<file path="config.mk">
export PLATFORM = sky130hd
export DESIGN_NAME = sensor_frame_crc_check_decode
export DESIGN_NICKNAME = d
export VERILOG_FILES = /design/src/scfc_pkg.sv /design/src/sensor_frame_crc_check_decode.sv /design/src/scfc_frame.sv /design/src/scfc_result.sv
export SDC_FILE = /design/constraint.sdc
export NUM_CORES = 1
export LEC_CHECK = 0
export ABC_AREA = 1
export BUFFER_PORTS_ARGS = -buffer_cell sky130_fd_sc_hd__clkbuf_2
export CAP_MARGIN = 5
export CORE_MARGIN = 4
export CORE_UTILIZATION = 55
export CTS_CLUSTER_SIZE = 12
export DETAILED_ROUTE_END_ITERATION = 12
export GPL_TIMING_DRIVEN = 0
export PLACE_DENSITY = 0.73
export SLEW_MARGIN = 40
export SYNTH_ARGS = -nofsm -noshare
export SYNTH_HDL_FRONTEND = slang
export SYNTH_SLANG_ARGS = --single-unit
</file>
<file path="constraint.sdc">
create_clock -name clk_i -period 5.17 [get_ports clk_i]
set_input_delay 1.034 -clock clk_i [delete_from_list [all_inputs] [get_ports clk_i]]
set_output_delay 1.034 -clock clk_i [all_outputs]
set_load 0.01 [all_outputs]
</file>
<file path="src/scfc_pkg.sv">
`timescale 1ns / 1ps
// ----------------------------------------------------------------------------
// scfc_pkg
// Shared types, byte positions and the CRC-16 byte update for the sensor
// reply frame checker.
// ----------------------------------------------------------------------------
package scfc_pkg;

  localparam logic [15:0] CRC_INIT = 16'hFFFF;
  localparam logic [15:0] CRC_POLY = 16'hA001;

  localparam logic [2:0] IDX_FIRST   = 3'd0;
  localparam logic [2:0] IDX_HUM_HI  = 3'd2;
  localparam logic [2:0] IDX_HUM_LO  = 3'd3;
  localparam logic [2:0] IDX_TEMP_HI = 3'd4;
  localparam logic [2:0] IDX_TEMP_LO = 3'd5;
  localparam logic [2:0] IDX_CRC_LO  = 3'd6;
  localparam logic [2:0] IDX_CRC_HI  = 3'd7;

  // floor(x / 10) == (x * 52429) >> 19 for every 16-bit x
  localparam logic [15:0] DIV10_RECIP = 16'd52429;
  localparam int          DIV10_SHIFT = 19;

  typedef struct packed {
    logic [7:0] rx_byte;
    logic       frame_start;
  } in_t;

  typedef struct packed {
    logic        crc_ok;
    logic [15:0] temperature_raw;
    logic [12:0] humidity_percent;
  } out_t;

  typedef struct packed {
    logic        fire;
    logic        crc_match;
    logic [15:0] humidity_word;
    logic [15:0] temperature_word;
  } frame_end_t;

  function automatic logic [15:0] crc_byte(input logic [15:0] crc_in, input logic [7:0] b);
    logic [15:0] c;
    c = crc_in ^ {8'h00, b};
    for (int k = 0; k < 8; k++) begin
      if (c[0]) begin
        c = (c >> 1) ^ CRC_POLY;
      end else begin
        c = c >> 1;
      end
    end
    return c;
  endfunction

endpackage

</file>
<file path="src/sensor_frame_crc_check_decode.sv">
`timescale 1ns / 1ps
// ----------------------------------------------------------------------------
// sensor_frame_crc_check_decode
// Checks the CRC-16 of an 8-byte humidity and temperature sensor reply and
// returns the match flag, raw temperature and humidity/10, zero on mismatch.
//
//   channel  direction  payload  handshake
//   in       input      in_t     in_valid_i / in_stall_o
//   out      output     out_t    out_valid_o / out_stall_i
//
// One byte is taken per cycle; the eighth byte of a frame yields a result in
// the output register on the next cycle. Reset restarts the byte count and
// the CRC. The input stalls only while a result is held and the output is
// stalled; otherwise a byte is taken every cycle.
// ----------------------------------------------------------------------------
module sensor_frame_crc_check_decode (
  input  logic            clk_i,
  input  logic            rst_ni,
  input  logic            in_valid_i,
  output logic            in_stall_o,
  input  scfc_pkg::in_t   in_data_i,
  output logic            out_valid_o,
  input  logic            out_stall_i,
  output scfc_pkg::out_t  out_data_o
);
  import scfc_pkg::*;

  logic       take;
  frame_end_t frame_end;

  assign in_stall_o = out_valid_o && out_stall_i;
  assign take       = in_valid_i && !in_stall_o;

  scfc_frame u_frame (
    .clk_i       (clk_i),
    .rst_ni      (rst_ni),
    .take_i      (take),
    .in_data_i   (in_data_i),
    .frame_end_o (frame_end)
  );

  scfc_result u_result (
    .clk_i       (clk_i),
    .rst_ni      (rst_ni),
    .frame_end_i (frame_end),
    .out_valid_o (out_valid_o),
    .out_stall_i (out_stall_i),
    .out_data_o  (out_data_o)
  );

endmodule

</file>
<file path="src/scfc_frame.sv">
`timescale 1ns / 1ps
// ----------------------------------------------------------------------------
// scfc_frame
// Byte position tracking, running CRC and field capture for one reply frame;
// flags the last byte together with the CRC comparison.
// ----------------------------------------------------------------------------
module scfc_frame (
  input  logic                    clk_i,
  input  logic                    rst_ni,
  input  logic                    take_i,
  input  scfc_pkg::in_t           in_data_i,
  output scfc_pkg::frame_end_t    frame_end_o
);
  import scfc_pkg::*;

  logic [2:0]  idx_q, idx_d, idx_cur;
  logic [15:0] crc_q, crc_d, crc_base;
  logic [15:0] hum_q, hum_d;
  logic [15:0] temp_q, temp_d;
  logic [7:0]  crc_lo_q, crc_lo_d;
  logic [7:0]  b;

  assign b        = in_data_i.rx_byte;
  assign idx_cur  = in_data_i.frame_start ? IDX_FIRST : idx_q;
  assign crc_base = in_data_i.frame_start ? CRC_INIT : crc_q;

  always_comb begin
    idx_d    = idx_q;
    crc_d    = crc_q;
    hum_d    = hum_q;
    temp_d   = temp_q;
    crc_lo_d = crc_lo_q;
    if (take_i) begin
      idx_d = idx_cur + 3'd1;
      if (idx_cur <= IDX_TEMP_LO) begin
        crc_d = crc_byte(crc_base, b);
      end else begin
        crc_d = crc_base;
      end
      case (idx_cur)
        IDX_HUM_HI:  hum_d    = {b, hum_q[7:0]};
        IDX_HUM_LO:  hum_d    = {hum_q[15:8], b};
        IDX_TEMP_HI: temp_d   = {b, temp_q[7:0]};
        IDX_TEMP_LO: temp_d   = {temp_q[15:8], b};
        IDX_CRC_LO:  crc_lo_d = b;
        IDX_CRC_HI: begin
          idx_d = IDX_FIRST;
          crc_d = CRC_INIT;
        end
        default: ;
      endcase
    end
  end

  always_ff @(posedge clk_i or negedge rst_ni) begin
    if (!rst_ni) begin
      idx_q    <= IDX_FIRST;
      crc_q    <= CRC_INIT;
      hum_q    <= '0;
      temp_q   <= '0;
      crc_lo_q <= '0;
    end else begin
      idx_q    <= idx_d;
      crc_q    <= crc_d;
      hum_q    <= hum_d;
      temp_q   <= temp_d;
      crc_lo_q <= crc_lo_d;
    end
  end

  assign frame_end_o.fire             = take_i && (idx_cur == IDX_CRC_HI);
  assign frame_end_o.crc_match        = ({b, crc_lo_q} == crc_base);
  assign frame_end_o.humidity_word    = hum_q;
  assign frame_end_o.temperature_word = temp_q;

endmodule

</file>
<file path="src/scfc_result.sv">
`timescale 1ns / 1ps
// ----------------------------------------------------------------------------
// scfc_result
// Humidity scaling by ten, mismatch zeroing and the output register.
// ----------------------------------------------------------------------------
module scfc_result (
  input  logic                    clk_i,
  input  logic                    rst_ni,
  input  scfc_pkg::frame_end_t    frame_end_i,
  output logic                    out_valid_o,
  input  logic                    out_stall_i,
  output scfc_pkg::out_t          out_data_o
);
  import scfc_pkg::*;

  logic        valid_q, valid_d;
  out_t        data_q, data_d;
  logic [31:0] prod;

  assign prod = {16'h0000, frame_end_i.humidity_word} * {16'h0000, DIV10_RECIP};

  always_comb begin
    valid_d = valid_q && out_stall_i;
    data_d  = data_q;
    if (frame_end_i.fire) begin
      valid_d             = 1'b1;
      data_d.crc_ok       = frame_end_i.crc_match;
      data_d.temperature_raw = frame_end_i.crc_match ? frame_end_i.temperature_word : 16'h0000;
      data_d.humidity_percent = frame_end_i.crc_match ? prod[DIV10_SHIFT +: 13] : 13'h0000;
    end
  end

  always_ff @(posedge clk_i or negedge rst_ni) begin
    if (!rst_ni) begin
      valid_q <= 1'b0;
    end else begin
      valid_q <= valid_d;
    end
  end

  always_ff @(posedge clk_i) begin
    data_q <= data_d;
  end

  assign out_valid_o = valid_q;
  assign out_data_o  = data_q;

endmodule

</file>
## Yosys cells after proc, flatten, opt, wreduce, memory -nomap -nowiden

Index checks and enable logic that the tools add are counted.

- Flip-flop bits (word level): 90
- Latch bits: 0
- Memory bits (writable): 0
- Memory bits (read-only): 0
- Input bits: 13
- Output and inout port bits: 32
- Word-level logic and storage cells: 73
- Memories: 0

- Add/sub/neg operators: 1
- Multiply operators: 1
- Divide/modulo/power cells: 0
- Magnitude comparators: 1
- Equality and inequality tests: 7
- Shift operators: 0
- Muxes and demuxes: 30
- Bitwise gates (word level): 13
- Reduce and logical (&&, ||, !) cells: 9

Operators with widths:

| kind | count |
|---|---|
| $mux 16 | 25 |
| $pmux 16 s2 | 2 |
| $mul 16x16->32 const B | 1 |
| $not 2->3 | 8 |
| $eq 16x16->1 | 1 |
| $xor 16x8->16 | 1 |
| $eq 3x3->1 const B | 4 |
| $reduce_and 3->1 | 4 |
| $eq 3x2->1 const B | 2 |
| $mux 3 | 2 |
| $not 1->1 | 4 |
| $add 3x1->3 const B | 1 |
| $le 3x3->1 const B | 1 |
| $logic_and 1x1->1 | 3 |
| $reduce_and 2->1 | 1 |
| $logic_not 1->1 | 1 |
| $mux 1 | 1 |

## Depth between registers and ports, before layout

- Depth in word-level cells: 34
- Mapped depth: 24
- Mapped depth without buffers: 24

## Cells and area by module

A second synthesis with hierarchy kept.

- Cells, all modules: 1,153
- Area total of the unflattened synthesis: 9,394.0 um2

Modules (own cells, without submodules):

| module | instances | cells each | area each (um2) | seq. area each (um2) |
|---|---|---|---|---|
| scfc_result | 1 | 751 | 6,256.0 | 925.9 |
| scfc_frame | 1 | 398 | 3,118.0 | 1,496.4 |
| sensor_frame_crc_check_decode | 1 | 4 | 20.0 | 0.0 |

## Worst setup path before layout

No wires, ideal clock.

- Kind: register to register
- From: register u_frame.hum_q[4]
- To: register u_result.data_q, in the netlist u_result.out_data_o[7] (data pin)
- Setup time: 0.250 ns
- Arrival time: 4.461 ns
- Required time: 4.920 ns
- Slack: 0.459 ns
- Stages on the path, launching flop included: 21
- Buffers on the path: 0
- Clock period less this slack: 4.711 ns
- Path through: dfrtp_1 > ha_1 > xor2_1 > ha_1 > fa_1 > inv_1 > fa_1 > inv_1 > fa_1 > fa_1 > ha_1 > nand2_1 > nor2_1 > nor3b_1 > nand4_1 > nand3b_1 > nand2_1 > nand2_1 > nand2_1 > inv_1 > nor2_1

- Longest elaborated chain between the ends: 1

Ends and longest elaborated chain:

| element | RTL line | RTL |
|---|---|---|
| start: declaration | scfc_frame.sv:18 | `logic [15:0] hum_q, hum_d;` |
| start signal: assignment | scfc_frame.sv:65 | `hum_q <= hum_d;` |
| $mul 16x16->32 | scfc_result.sv:20 | `assign prod = {16'h0000, frame_end_i.humidity_word} * {16'h0000, DIV10_RECIP};` |
| end signal: assignment | scfc_result.sv:42 | `data_q <= data_d;` |
| end: declaration | scfc_result.sv:17 | `out_t data_q, data_d;` |

Every way passes these cells.
A chain may end at the register's enable or synchronous reset.

## Final worst setup path

Same ends and word-level chain as after synthesis.

==> results.yml <==
yosys:
  synth_top_area_cell: "ha_1"
  synth_warnings: 0
  ys_seq_area_frac: 0.260
  syn_area_um2: 9310
  synth_edf_count: 30
  synthTopCellsByArea: "ha_1 (18%), fa_1 (17%), dfrtp_1 (12%)"
  synth_nets: 1307
  synth.top_cell.area_share: 0.184
  synthCells: 1078
  synthTopCellsByCount: "inv_1 (234), nand2_1 (160), ha_1 (137)"
  synthFlopType: "dfrtp_1"
  avgSynthCellArea_um2: 8.64
  synth-seq-cells: 90
  async_flop_share: 0.667
  ys_types: 47
  synth_most_common_cell: "inv_1"
sta:
  setup_tns_ns: 0
  slew-limit-headroom: 0.614
  clock.fmax_mhz: 194
  worst_clock_skew_ns: 0.00853
  rsz0062_at_grt: "yes"
  fin_crit_ns: 5.15
  fin_crit_sh: 0.996
  hold_viol_final: 0
  drv_slew: 0
  setup_violations: 0
  setup_ws_ns: 0.0232
  tightestPinTransition_ns: 0.579
detailed_routing:
  topRoutingLayerUsed: "met4"
  num_vias: 7440
  ant_nets: 0
  wl_met3_um: 1040
  routed_wl_um: 23200
  avgRoutedWirePerCell_um: 16.8
  wl_met1_um: 9270
  viasPerCell: 5.39
  drc: 0
  drt-pass1-iter-count: 5
  wl_met2_um: 11800
  drt_iter0_drc: 420
global_routing:
  grt_pass1_vias: 7508
  grt_antenna_before_repair: 0
  track_usage: 0.243
  grt_pass1_wl_um: 37600
  grt_remaining_overflow: 0
  grt_max_degree: 32
die:
  start_util: 0.562
  ios: 45
  fp.coreArea_um2: 16600
  row_count: 47
  die_h_um: 138
  dieArea_um2: 19100
  die_w_um: 138
clock_tree:
  cts_buffers: 9
  cts_root_buffer: "clkbuf_16"
  cts.reportedPaths.clkPinSlew_ns: 0.07
  cts_tree: "built"
  htree_num_levels: 3
  cts_buffer_depth: 2
  cts_sinks: 90
  cts_hold_buf: 0
  insertion_delay_ns: 0.35
run_status:
  status: "finished clean"
setup_path:
  critPathTopFamily: "adder cells"
  crit_top_cell: "fa_1"
  required_ns: 5.28
  crit_fanout: 6
  crit_path_end_kind: "flop"
  crit_path_max_incr_delay_ns: 0.60
  crit_chain: "ha_4 -> xor2_1 -> ha_1 -> fa_1 -> inv_1 -> fa_1 -> inv_1 -> fa_1 -> fa_2 -> ha_4 -> buf_4 -> a21oi_4 -> o21ai_0 -> a21o_1 -> nand3b_1 -> nand2_1 -> nand3b_1 -> nand2_1 -> nor2_1"
  crit_slowest_cell: "fa_2"
  critical_path_class: "reg2reg"
  cp-start-kind: "flop"
  cp.arrival_ns: 5.26
  cp_num_buf_inv: 3
placement:
  hpwl_um: 18700
  port-buffer-count: 43
  gp_congestion: 0.924
  dpl_worst_slack_ns: -0.285
job:
  maxCapViolCount: 0
cells_and_area:
  nNetsFinal: 1385
  area_growth_pct: 14.0
  drive_gt1_frac: 0.165
  antenna_cells: 0
min_path:
  hold_class: "reg2reg"
path summary, 6_finish.rpt:
kind | start | endpoint | slack [ns] | cells after the start
hold reg to reg | u_frame.idx_q[0] | u_frame.idx_q[0] | 0.49 | 2
hold / removal | u_frame.idx_q[0] | u_frame.idx_q[0] | 0.49 | 2
max in group asynchronous | rst_ni | u_frame.crc_q[14] | 3.95 | 2
min in group asynchronous | rst_ni | u_frame.temp_q[12] | 0.64 | 1
setup reg to reg | u_frame.hum_q[4] | u_result.out_data_o[7] | 0.02 | 19
setup / recovery | u_frame.hum_q[4] | u_result.out_data_o[7] | 0.02 | 19
layer usage:
metal | vias to the layer above | GRT usage
met5 | - | 0
met4 | 0 | 0.0868
met3 | 80 | 0.0376
met2 | 243 | 0.439
met1 | 3537 | 0.296
li1 | 3580 | -
timing repair:
| item | CTS | global route |
|---|---|---|
| resized for setup | 15 | 44 |
| endpoints found under the hold margin | 0 | 0 |
| pin swaps | 1 | 13 |
| buffers inserted | 2 | 20 |
| setup endpoints to repair | 7 | 13 |
worst reg2reg max path, stage by stage, from the launching register on:
cell and delay, ns:
dfrtp_2 0.49, ha_4 0.34, xor2_1 0.18, ha_1 0.26
fa_1 0.49, inv_1 0.05, fa_1 0.48, inv_1 0.06
fa_1 0.50, fa_2 0.60, ha_4 0.22, buf_4 0.15
a21oi_4 0.13, o21ai_0 0.09, a21o_1 0.20, nand3b_1 0.31
nand2_1 0.17, nand3b_1 0.08, nand2_1 0.06, nor2_1 0.03
through the flow:
step	instances	hold slack, ns	util	cell area (um^2)
6_report	1381	0.494	0.640	10600
5_1_grt	1381	0.525	0.640	10600
4_1_cts	1361	0.496	0.618	10300
3_5_place_dp	1343	0.479	0.595	9860
3_3_place_gp	1341	0.472	0.591	9800
2_1_floorplan	1078	0.453	-	9310
cell families (layout without fill, tap and decap cells):
| group | count (synthesis) | count (layout) | synth area share |
|---|---|---|---|
| buf+inv | 252 | 335 | 0.105 |
| flops | 90 | 90 | 0.260 |
| simple gates | 333 | 333 | 0.158 |
| fa+ha+maj | 216 | 216 | 0.354 |
| xor+xnor | 30 | 30 | 0.0282 |
| compound gates | 157 | 157 | 0.0942 |
cell type report:
class,count,area (um^2)
Clock buffer,11,254
Clock inverter,5,66.3
Tap cell,220,275
Timing Repair Buffer,67,430
Multi-Input combinational cell,736,6170
Sequential cell,90,2440
Buffer,17,95.1
Fill cell,1368,5970
Inverter,235,887
state kept, by name, indices dropped and copies added (netlist names):
register,count
u_frame.hum_q,16
u_frame.crc_q,16
u_result.out_data_o,30
u_result.out_valid_o,1
u_frame.crc_lo_q,8
u_frame.idx_q,3
u_frame.temp_q,16
placed cells by master (no fill, tap or decap), drive strengths merged, types with 11 or more instances in the layout:
master,n
dfrtp,44
o21ai,71
dfstp,16
nand2,178
inv,238
ha,137
nand3,19
a21oi,50
clkbuf,61
buf,34
fa,79
edfxtp,30
nor2,105
xor2,27
nand4,11
Power is not shown: default switching activity piles up to over one toggle a cycle in this logic, so the estimate is an artifact.
